$ cat src/rtl/core/pps_pkg.sv
package pps_pkg;

	localparam int NumSlotsDefault = 64;

	typedef enum logic [2:0] {
		MODE_TICK      = 3'd0,
		MODE_SET_STATE = 3'd1,
		MODE_SELECT    = 3'd2,
		MODE_RUN_END   = 3'd3,
		MODE_SET_PRIO  = 3'd4
	} mode_t;

	localparam logic [2:0] ST_UNUSED   = 3'd0;
	localparam logic [2:0] ST_USED     = 3'd1;
	localparam logic [2:0] ST_SLEEPING = 3'd2;
	localparam logic [2:0] ST_RUNNABLE = 3'd3;
	localparam logic [2:0] ST_RUNNING  = 3'd4;
	localparam logic [2:0] ST_MAX      = 3'd5;

	localparam logic [6:0] PRIO_DEFAULT = 7'd60;
	localparam logic [3:0] NICE_DEFAULT = 4'd5;
	localparam logic [7:0] PRIO_LIMIT   = 8'd100;

	typedef struct packed {
		logic [2:0] mode;
		logic [5:0] slot;
		logic [2:0] new_state;
		logic [7:0] req_prio;
	} sched_req_t;

	typedef struct packed {
		logic       status;
		logic [5:0] chosen_slot;
		logic [6:0] prev_prio;
		logic       should_yield;
	} sched_resp_t;

	// One table entry, held in a single memory word.
	typedef struct packed {
		logic [2:0]  state;
		logic [6:0]  sprio;
		logic [3:0]  nice;
		logic [31:0] sched;
		logic [31:0] created;
		logic [31:0] run;
		logic [31:0] sleep;
	} entry_t;

	typedef enum logic [3:0] {
		S_IDLE,
		S_SCAN,
		S_SCAN_LAST,
		S_SEL_RD,
		S_SEL_WR,
		S_ONE_RD,
		S_ONE_WR,
		S_DIV,
		S_DIV_WR,
		S_CLEAR,
		S_DONE
	} fsm_t;

	function automatic logic [31:0] sat_inc(input logic [31:0] v);
		return (v == '1) ? v : v + 32'd1;
	endfunction

	function automatic logic [6:0] dyn_prio(input logic [6:0] sp, input logic [3:0] nc);
		logic signed [9:0] p;
		p = $signed({3'b000, sp}) - $signed({6'b0, nc}) + 10'sd5;
		if (p > 10'sd100) return 7'd100;
		if (p < 10'sd0) return 7'd0;
		return p[6:0];
	endfunction

endpackage

$ cat src/rtl/core/pps_divider.sv
// Restoring divider for 10 * sleep / (run + sleep); quotient is 0..10, one bit a cycle.
module pps_divider import pps_pkg::*; (
	input  logic        clk,
	input  logic        arst_n,
	input  logic        start,
	input  logic [31:0] run,
	input  logic [31:0] sleep,
	output logic        busy,
	output logic [3:0]  quot
);
	logic [35:0] num_q;
	logic [32:0] den_q;
	logic [36:0] rem_q;
	logic [5:0]  cnt_q;
	logic [36:0] trial;

	assign trial = {rem_q[35:0], num_q[35]} - {4'b0, den_q};
	assign busy = cnt_q != '0;

	always_ff @(posedge clk or negedge arst_n) begin
		if (!arst_n) begin
			cnt_q <= '0;
		end else if (start) begin
			cnt_q <= 6'd36;
		end else if (busy) begin
			cnt_q <= cnt_q - 6'd1;
		end
	end

	always_ff @(posedge clk) begin
		if (start) begin
			num_q <= {sleep, 3'b000} + {3'b000, sleep, 1'b0};
			den_q <= {1'b0, run} + {1'b0, sleep};
			rem_q <= '0;
			quot  <= '0;
		end else if (busy) begin
			num_q <= {num_q[34:0], 1'b0};
			if (!trial[36]) begin
				rem_q <= trial;
				quot  <= {quot[2:0], 1'b1};
			end else begin
				rem_q <= {rem_q[35:0], num_q[35]};
				quot  <= {quot[2:0], 1'b0};
			end
		end
	end
endmodule

$ cat config.mk
export PLATFORM = sky130hd
export DESIGN_NAME = pps_divider
export DESIGN_NICKNAME = d
export VERILOG_FILES = /design/src/rtl/core/pps_pkg.sv /design/src/rtl/core/pps_divider.sv
export SDC_FILE = /design/constraint.sdc
export NUM_CORES = 1
export LEC_CHECK = 0
export ABC_AREA = 1
export BUFFER_PORTS_ARGS = -buffer_cell sky130_fd_sc_hd__buf_4
export CAP_MARGIN = 20
export CORE_MARGIN = 10
export CORE_UTILIZATION = 30
export CTS_CLUSTER_SIZE = 25
export DETAILED_ROUTE_END_ITERATION = 7
export GPL_ROUTABILITY_DRIVEN = 0
export SYNTH_ARGS = -nofsm -noshare
export SYNTH_HDL_FRONTEND = slang
export SYNTH_SLANG_ARGS = --single-unit
$ cat constraint.sdc
create_clock -name clk -period 4.96 [get_ports clk]
set_input_delay 0.744 -clock clk [delete_from_list [all_inputs] [get_ports clk]]
set_output_delay 0.744 -clock clk [all_outputs]
set_load 0.01 [all_outputs]
# == Word-level counts from Yosys, hierarchy flattened ==
# Index checks and enable logic that the tools add are counted.
# totals
reg_bits,115
latch_bits,0
ram_bits,0
rom_bits,0
input_bits,67
word_cells,17
memories,0
# op_classes
addsub,4
n_mul,0
n_div,0
order_cmp,0
n_eq_ne,0
shift,0
n_mux,6
bitwise_logic,0
reduce_logical,2
# ops
operator,n
$mux 36,3
$sub 37x33->37,1
$add 35x33->36,1
$add 32x32->33,1
$mux 6,2
$reduce_bool 6->1,1
$sub 6x1->6 const B,1
$reduce_bool 2->1,1
$mux 1,1

# == Logic depth before layout (Yosys ltp) ==
# Gate-level depths: netlist of run 1.
# depth
word_depth,3
mapped_depth,19
depth_no_buf,18

# == Worst setup path after synthesis of run 1 ==
# OpenSTA, ideal clock, no wires.
# synth_path
path_type,input to register
startpoint,input sleep[0]
endpoint,register num_q[25] (data pin)
setup_ns,0.254
arrival_ns,2.374
setup_slack_ns,2.333
cell_stages,11
path_buffers,0
cell_sequence,ha_1 -> fa_1 -> nand2_1 -> a21oi_1 -> a21oi_1 -> o21ai_1 -> nand3_1 -> nand2_1 -> or2_2 -> nand3_1 -> nand2_1
# synth_via
elab_chain_cells,2
# synth_lines
item,line,source
from (decl),pps_divider.sv:7,"input logic [31:0] sleep,"
$add 35x33->36,pps_divider.sv:32,"num_q <= {sleep, 3'b000} + {3'b000, sleep, 1'b0};"
$mux 36,pps_divider.sv:31,if (start) begin
to (signal assigned),pps_divider.sv:32,
to (signal assigned),pps_divider.sv:37,"num_q <= {num_q[34:0], 1'b0};"
to (decl),pps_divider.sv:11,logic [35:0] num_q;
# Every way passes these cells.
# A chain may end at the register's enable or synchronous reset.

# == Worst setup path after layout of run 1 ==
# layout_path
startpoint,input sleep[0]
endpoint,register num_q[35] (data pin)
# Same word-level chain as after synthesis.

==> flow_summary.toml, run 1 <==
[timing]
fin_crit_ns = 2.95
drv_slew = 0
slew-limit-headroom = 0.453
setup_viol = 0
fmax_mhz = 339
worstMarginPinSlew_ns = 0.813
hold_violations = 0
fin_tns_setup_ns = 0
hold_ws_ns = 0.116
skew_ns = 0.0104
rsz0062_at_grt = "false"
fin_crit_sh = 0.596

[clock_network]
ctsRootBufferMaster = "clkbuf_16"
cts_max_path_buffers = 2
clk_pin_slew_ns = 0.05
cts_tree = "done"
cts_inserted_buffers = 17
cts.sinks = 114
clk_latency_ns = 0.43
h-tree-depth = 4
post_cts_buffers = 0
hold_buffers = 0
cts_resized = 0

[yosys]
yosys.area.top_type = "edfxtp_1"
yosysUniqueCellTypes = 51
synth_seq_cells = 114
synthTopCellsByArea = "edfxtp_1 (18%), nand2_1 (16%), ha_1 (11%)"
async_flop_share = 0.0526
syn_area_mm2 = 0.0111
yosys.area_share.adder = 0.113
synth_top_family_by_area = "simple AND/OR/NAND/NOR gates"
synth_seq_area_share = 0.269
synthMuxAreaShare = 0
synth_flop_cell = "edfxtp_1"
syn_inst = 1702
yosys.area_share.xor_xnor = 0.0503
synth_edf_count = 68
yosys_warnings = 0
yosys.area_share.simple = 0.358
synth-compound-area-share = 0.108
synthesis.nets = 1868
synth_top_area_frac = 0.183
synth_area_per_cell_um2 = 6.55

[placed_design]
hpwl_mm = 26.7
dpl_cell_area_mm2 = 0.0121
io_buffers = 71

[critical_path]
r2r-start = "num_q[35]"
critical_path_arrival_ns = 3.10
r2r_cells = 16
worstPathMaxFanout = 4
worstReg2RegEnd = "rem_q[7]"
worst_setup_path_start_kind = "input port"
r2r_slack_ns = 2.09
crit_required_ns = 5.11
endpoint_kind = "flop"
critPathKind = "in2reg"

[grt]
grt_antenna_before_repair = 0
overflow = 0
grt_pass1_wl_mm = 54.2
grtUsageTotal = 0.150
first_global_vias = 10900
grt_max_degree = 72

[pwr]
p_clk_frac = 0.240
p_switching_mw = 2.37
power_density_mw_per_mm2 = 420
seq_power_share = 0.256
vdd_drop_max_v = 0.000164
p_sw_frac = 0.445
comb_power_share = 0.504
p_int_mw = 2.96
cellLeakagePower_nw = 6.69

[routing]
wl_per_cell_um = 14.9
avgViaCountPerCell = 4.90
dr.pass1.iters = 5
ant_nets = 0
wirelength_mm = 33.6
num_vias = 11000
route.detailed.drc = 0
drt_iter0_drc = 689

[floorplan]
fp.dieH_um = 213
core_area_mm2 = 0.0366
start_util = 0.304
rows = 70
die_x_um = 213
die_area_mm2 = 0.0452
pin_count = 72

[finish]
final_common_cell = "nand2_1"
final_core_util = 0.347
insertedDiodeCount = 0
layout_common_cells = "nand2_1 (489), inv_1 (249), nor2_1 (163)"
design_area_mm2 = 0.0127
layout-drive-gt1-share = 0.0966
area_delta_synth_final_pct = 14.2
nets = 1934

[run]
max_cap_viol_count = 0

[outcome]
status = "complete, no violations"

[worst_hold_path]
min_path_type = "in2async"
-- logic make-up (layout without fill, tap and decap cells) --
kind of cell / Yosys count / count (layout)
compound gates: 220 / 220
simple gates: 920 / 920
fa+ha+maj: 99 / 99
flops: 114 / 114
buf+inv: 285 / 364
xor+xnor: 64 / 64
-- per-stage QoR --
stage | total power, mW | cells | worst slack, ns
after detailed placement | 4.04 | 2217 | 1.43
after global routing | 5.77 | 2249 | 1.82
after CTS | 5.35 | 2249 | 1.87
after floorplan | 3.46 | 1702 | 2.33
after global placement | 4.01 | 2217 | 1.49
final | 5.34 | 2249 | 2.01
-- Yosys cell counts, drive strengths merged (11+ instances only) --
master	instances
a21oi	118
buf	15
clkbuf	14
dfxtp	40
edfxtp	68
ha	96
inv	255
nand2	528
nand3	163
nand4	12
nor2	172
nor3	21
o21ai	61
or2	11
xnor2	18
xor2	46
-- state kept, by name (all words and copies together), names as in the netlist --
name   cells
rem_q     36
num_q     35
den_q     33
cnt_q      6
quot       4
-- layout make-up --
class	count	area (um2)
Sequential cell	114	2990
Tap cell	468	586
Inverter	256	961
Fill cell	3943	23900
Timing Repair Buffer	76	571
Multi-Input combinational cell	1303	7010
Clock buffer	21	460
Clock inverter	11	138
-- critical path: stages --
cell and delay, ns:
buf_4 0.10, ha_1 0.19, fa_1 0.20, nand2_1 0.07, a21oi_1 0.28, a21oi_1 0.19, o21ai_1 0.45, nand2_1 0.19
nand2_1 0.14, nand3_1 0.07, o21ai_0 0.48
-- layer usage --
metal | global-route usage | wire length, um | up-vias
li1 | - | - | 5653
met4 | 0.0551 | 833 | 0
met2 | 0.264 | 16400 | 279
met5 | 0 | 0 | -
met1 | 0.180 | 14800 | 5024
met3 | 0.0233 | 1590 | 56
-- power groups by stage --
stage          Combinational [mW]  Clock [mW]  Sequential (mW)
2_1_floorplan                2.11           0             1.35
3_3_place_gp                 2.63           0             1.38
3_5_place_dp                 2.66           0             1.38
4_1_cts                      2.68        1.31             1.37
5_1_grt                      3.04        1.35             1.39
6_report                     2.69        1.28             1.37
-- how the worst max path moves through the flow --
| stage | startpoint | to | slack, ns | cells after the start |
|---|---|---|---|---|
| detailed placement | sleep[0] | num_q[35] | 1.43 | 11 |
| finish | sleep[0] | num_q[35] | 2.01 | 11 |
| global placement | sleep[4] | num_q[35] | 1.49 | 10 |
| CTS | sleep[0] | num_q[35] | 1.87 | 11 |
| global route | cnt_q[0] | busy | 1.82 | 8 |
| floorplan | sleep[0] | num_q[25] | 2.33 | 11 |
Note: power is estimated with default switching activity, not from simulation.
==> inputs of run 2 (changes only) <==
clock period = 2.4 ns   (was 4.96 ns; I/O delays follow)
==> run 2 against run 1 <==
First-iteration DRC count down 5.1%. Sequential power up 110%. Critical path type is now reg2reg. Register-to-register slack worse by 2.1 ns. Non-clock buffer count up 95. Design area up 8.2%. Worst setup slack worse by 2.0 ns.
==> flow_summary.toml, run 2 (synthesis gave the netlist of run 1 again) <==
[outcome]
status = "complete, no violations"

[timing]
hold_ws_ns = 0.257
setup_viol = 0
slew-limit-headroom = 0.649
skew_ns = 0.0159
drv_slew = 0
fmax_mhz = 417
worstMarginPinSlew_ns = 0.526
hold_violations = 0
fin_crit_ns = 2.40
fin_tns_setup_ns = 0
rsz0062_at_grt = "true"
fin_crit_sh = 0.999

[floorplan]
start_util = 0.304
fp.dieH_um = 213
rows = 70
core_area_mm2 = 0.0366
pin_count = 72
die_x_um = 213
die_area_mm2 = 0.0452

[placed_design]
place_inst = 2301
io_buffers = 71
hpwl_mm = 27.3

[finish]
largest_reg_flops = 36
regMostFlops = "rem_q"
nets = 2031
area_delta_synth_final_pct = 23.5
layout_common_cells = "nand2_1 (474), inv_1 (246), nor2_1 (163)"
top_regs = "rem_q (36), num_q (35), den_q (33)"
final_common_cell = "nand2_1"
final_core_util = 0.376
fin_cells = 2346
layout-drive-gt1-share = 0.167
insertedDiodeCount = 0
nFillCells = 3897

[critical_path]
worst_setup_path_start_kind = "flop"
endpoint_kind = "flop"
critical_path_arrival_ns = 2.72
path_cells = "inv_1 -> ha_2 -> inv_2 -> fa_2 -> nand2_2 -> nand3_2 -> and2_4 -> nand2_2 -> nand3_4 -> nand2_4 -> nand3_4 -> buf_6 -> buf_12 -> nand3_1 -> nand3_1 -> nand2_1 -> inv_1"
crit_required_ns = 2.73
worstPathMaxFanout = 7
r2r_slack_ns = 0.004
crit_slowest_cell = "fa_2"
slowest_delay_ns = 0.41
critPathKind = "reg2reg"

[grt]
grtUsageTotal = 0.154
grt_antenna_before_repair = 0
first_global_vias = 11300
grt_pass1_wl_mm = 55.9
grt_max_degree = 98
overflow = 0

[clock_network]
ctsRootBufferMaster = "clkbuf_16"
clk_latency_ns = 0.44
h-tree-depth = 4
cts.sinks = 114
cts_inserted_buffers = 17
cts_tree = "done"
clk_pin_slew_ns = 0.06
cts_max_path_buffers = 2

[routing]
route.detailed.drc = 0
wirelength_mm = 34.8
dr.pass1.iters = 5
ant_nets = 0
drt_iter0_drc = 654
avgViaCountPerCell = 4.88
wl_per_cell_um = 14.8
num_vias = 11400

[pwr]
power_mw = 12.0
power_density_mw_per_mm2 = 871
cellLeakagePower_nw = 7.27
vdd_drop_max_v = 0.000358

[run]
max_cap_viol_count = 0

[worst_hold_path]
min_path_type = "in2reg"
-- run 2: changes by cell type in the layout (fill, tap and decap cells not counted), sizes merged --
cell and change:
buf +94, clkinv +3, dlygate4sd3 +1, clkbuf -2
bufinv -2, nand2 +2, inv +1
-- run 2: area by class of cell --
| class | count | area (um2) | share of cell area |
|---|---|---|---|
| inverter | 256 | 961 | 0.0699 |
| clock inverter | 13 | 113 | 0.00819 |
| multi-input combinational | 1305 | 7240 | 0.526 |
| clock buffer | 19 | 443 | 0.0322 |
| sequential | 114 | 2990 | 0.218 |
| tap | 468 | 586 | 0.0426 |
| timing repair buffer | 171 | 1430 | 0.104 |
-- run 2: through the flow --
step | area [um2] | worst slack [ns]
3_3_place_gp | 12800 | -0.702
3_5_place_dp | 12800 | -0.721
4_1_cts | 13500 | 0.000330
2_1_floorplan | 11100 | 0.129
5_1_grt | 13800 | -0.133
6_report | 13800 | 0.00350
-- run 2: power breakdown --
part	internal (mW)	leakage [nW]	total [mW]	switching, mW
Combinational	2.63	5.89	6.69	4.05
Clock	1.45	0.269	2.48	1.03
Sequential	2.56	1.11	2.82	0.261
-- run 2: worst paths after layout --
check / start / end / cells after the start
hold / removal: run[0] / den_q[0] / 2
setup / recovery: num_q[35] / rem_q[0] / 17
min in group asynchronous: arst_n / cnt_q[4] / 2
setup reg to reg: num_q[35] / rem_q[0] / 17
max in group asynchronous: arst_n / cnt_q[1] / 2
hold reg to reg: quot[1] / quot[2] / 2
-- run 2: timing repair --
item                                   CTS  global route
resized for setup                        8            52
pin swaps                                3            33
endpoints found under the hold margin    6             0
hold buffers                             1             0
setup buffers                            4             6
setup endpoints to repair               34            40
cloned                                   3             0
-- run 2: per-layer routing --
| metal | track usage | vias up | wire (um) |
|---|---|---|---|
| met4 | 0.0542 | 0 | 990 |
| met1 | 0.182 | 5209 | 14900 |
| met2 | 0.275 | 321 | 17100 |
| met3 | 0.0245 | 78 | 1760 |
| li1 | - | 5836 | - |
| met5 | 0 | - | 0 |
-- run 2: critical path: cells and delay by family, from the launching register on --
| family | cells | cell delay [ns] |
|---|---|---|
| simple gates | 10 | 0.92 |
| fa+ha+maj | 2 | 0.57 |
| buf+inv | 5 | 0.42 |
| flops | 1 | 0.38 |
==> inputs of run 3 (changes only) <==
PLACE_DENSITY_LB_ADDON = 0.25   (was unset)
==> run 3 against run 2 <==
The flow now finishes with violations (negative setup slack). Via count decreased by 0.53%. Utilization increased by 0.18 points. First-iteration DRC count decreased by 2.1%. Clock power increased by 21%. Critical path depth unchanged. Final cell count decreased by 0.13%. Combinational power increased by 2%. Worst hold slack got worse by 0.030 ns. Largest cell class unchanged. Largest power group unchanged.
==> flow_summary.toml, run 3 (synthesis gave the netlist of run 1 again) <==
[timing]
slew-limit-headroom = 0.572
skew_ns = 0.0134
hold_violations = 0
fmax_mhz = 416
drv_slew = 0
rsz0062_at_grt = "true"
setup_viol = 2
fin_crit_ns = 2.41
worstMarginPinSlew_ns = 0.635
fin_ws_ns = -0.00579
fin_crit_sh = 1.00

[placed_design]
hpwl_mm = 28.2
io_buffers = 71
place_inst = 2298

[outcome]
status = "finished, violations left"
violations = "negative setup slack"

[finish]
layout_common_cells = "nand2_1 (481), inv_1 (248), nor2_1 (162)"
regMostFlops = "rem_q"
final_common_cell = "nand2_1"
register_area_mm2 = 0.00299
layout-drive-gt1-share = 0.156
insertedDiodeCount = 0
multi_input_area_mm2 = 0.00717
largest_reg_flops = 36
top_regs = "rem_q (36), num_q (35), den_q (33)"
fin_cells = 2343
nets = 2028
area_delta_synth_final_pct = 24.1
nFillCells = 3920

[clock_network]
clk_pin_slew_ns = 0.06
cts_max_path_buffers = 2
cts_inserted_buffers = 17
h-tree-depth = 4
ctsRootBufferMaster = "clkbuf_16"
cts_tree = "done"
cts.sinks = 114
clk_latency_ns = 0.44

[floorplan]
die_area_mm2 = 0.0452
core_area_mm2 = 0.0366
pin_count = 72
fp.dieH_um = 213
start_util = 0.304
rows = 70
die_x_um = 213

[routing]
dr.pass1.iters = 5
drt_iter0_drc = 640
num_vias = 11400
ant_nets = 0
route.detailed.drc = 0
wirelength_mm = 36.6
avgViaCountPerCell = 4.86
wl_per_cell_um = 15.6

[pwr]
power_mw = 12.6
cellLeakagePower_nw = 7.29
vdd_drop_max_v = 0.000515
power_density_mw_per_mm2 = 912

[critical_path]
critPathKind = "reg2reg"
crit_slowest_cell = "edfxtp_1"
slowest_delay_ns = 0.40
crit_required_ns = 2.78
endpoint_kind = "flop"
worst_setup_path_start_kind = "flop"
worstPathMaxFanout = 6
path_cells = "inv_1 -> ha_2 -> inv_2 -> fa_2 -> nand2_2 -> nand3_2 -> and2_4 -> nand2_2 -> nand3_2 -> nand2_4 -> nand3_4 -> buf_4 -> nand2_8 -> nand2_2 -> nand3_2 -> nand2_1 -> inv_1"
critical_path_arrival_ns = 2.79

[worst_hold_path]
min_path_type = "in2reg"

[grt]
grt_max_degree = 73
first_global_vias = 11500
grt_antenna_before_repair = 0
overflow = 0
grtUsageTotal = 0.162
grt_pass1_wl_mm = 58.2

[run]
max_cap_viol_count = 0
-- run 3: layer usage --
metal	GRT usage	up-vias	wire length, um
met4	0.0647	0	1310
met1	0.195	5171	16000
met5	0	-	0
met3	0.0254	78	1760
li1	-	5853	-
met2	0.283	281	17500
-- run 3: final timing paths --
| check | startpoint | end | slack (ns) | cells past startpoint |
|---|---|---|---|---|
| worst max-delay path | num_q[35] | rem_q[9] | -0.006 | 17 |
| worst min-delay path | run[0] | den_q[0] | 0.23 | 2 |
| worst max register to register | num_q[35] | rem_q[9] | -0.006 | 17 |
| worst min register to register | quot[3] | quot[3] | 0.49 | 2 |
| max in group asynchronous | arst_n | cnt_q[2] | 2.01 | 2 |
| min in group asynchronous | arst_n | cnt_q[0] | 0.27 | 2 |
-- run 3: repair_timing --
item                                   in CTS  in global routing
endpoints found under the hold margin       6                  0
resized for setup                           8                 24
gates cloned                                3                  5
setup buffers                               1                  3
setup endpoints to repair                  22                 39
hold buffers                                1                  0
pin swaps                                   0                  4
-- run 3: worst max-delay path, delay by kind of cell, from the launching register on --
| family | cells | cell delay [ns] |
|---|---|---|
| DFF | 1 | 0.40 |
| and+or+nand+nor | 11 | 1.04 |
| buffers and inverters | 4 | 0.38 |
| adders and majority gates | 2 | 0.53 |
-- run 3: area by class of cell --
type,count,share of cell area
Tap cell,468,0.0424
Clock buffer,18,0.0310
Timing Repair Buffer,167,0.105
Multi-Input combinational cell,1306,0.518
Inverter,256,0.0695
Clock inverter,14,0.0170
Sequential cell,114,0.217
-- run 3: power breakdown --
group	leakage [nW]	switching, mW	internal [mW]
Combinational	5.87	4.16	2.65
Sequential	1.11	0.257	2.56
Clock	0.318	1.04	1.94
-- run 3: per-stage QoR --
| step | hold WS, ns | setup TNS, ns | worst slack [ns] | instance area [um2] | util |
|---|---|---|---|---|---|
| after floorplan | 0.0644 | 0 | 0.129 | 11100 | - |
| after global placement | 0.172 | -3.18 | -0.778 | 12800 | 0.351 |
| after detailed placement | 0.173 | -3.48 | -0.734 | 12800 | 0.351 |
| after CTS | 0.215 | -0.00438 | -0.00438 | 13600 | 0.372 |
| after global routing | 0.242 | -4.63 | -0.166 | 13800 | 0.378 |
| final | 0.227 | -0.00625 | -0.00579 | 13800 | 0.378 |
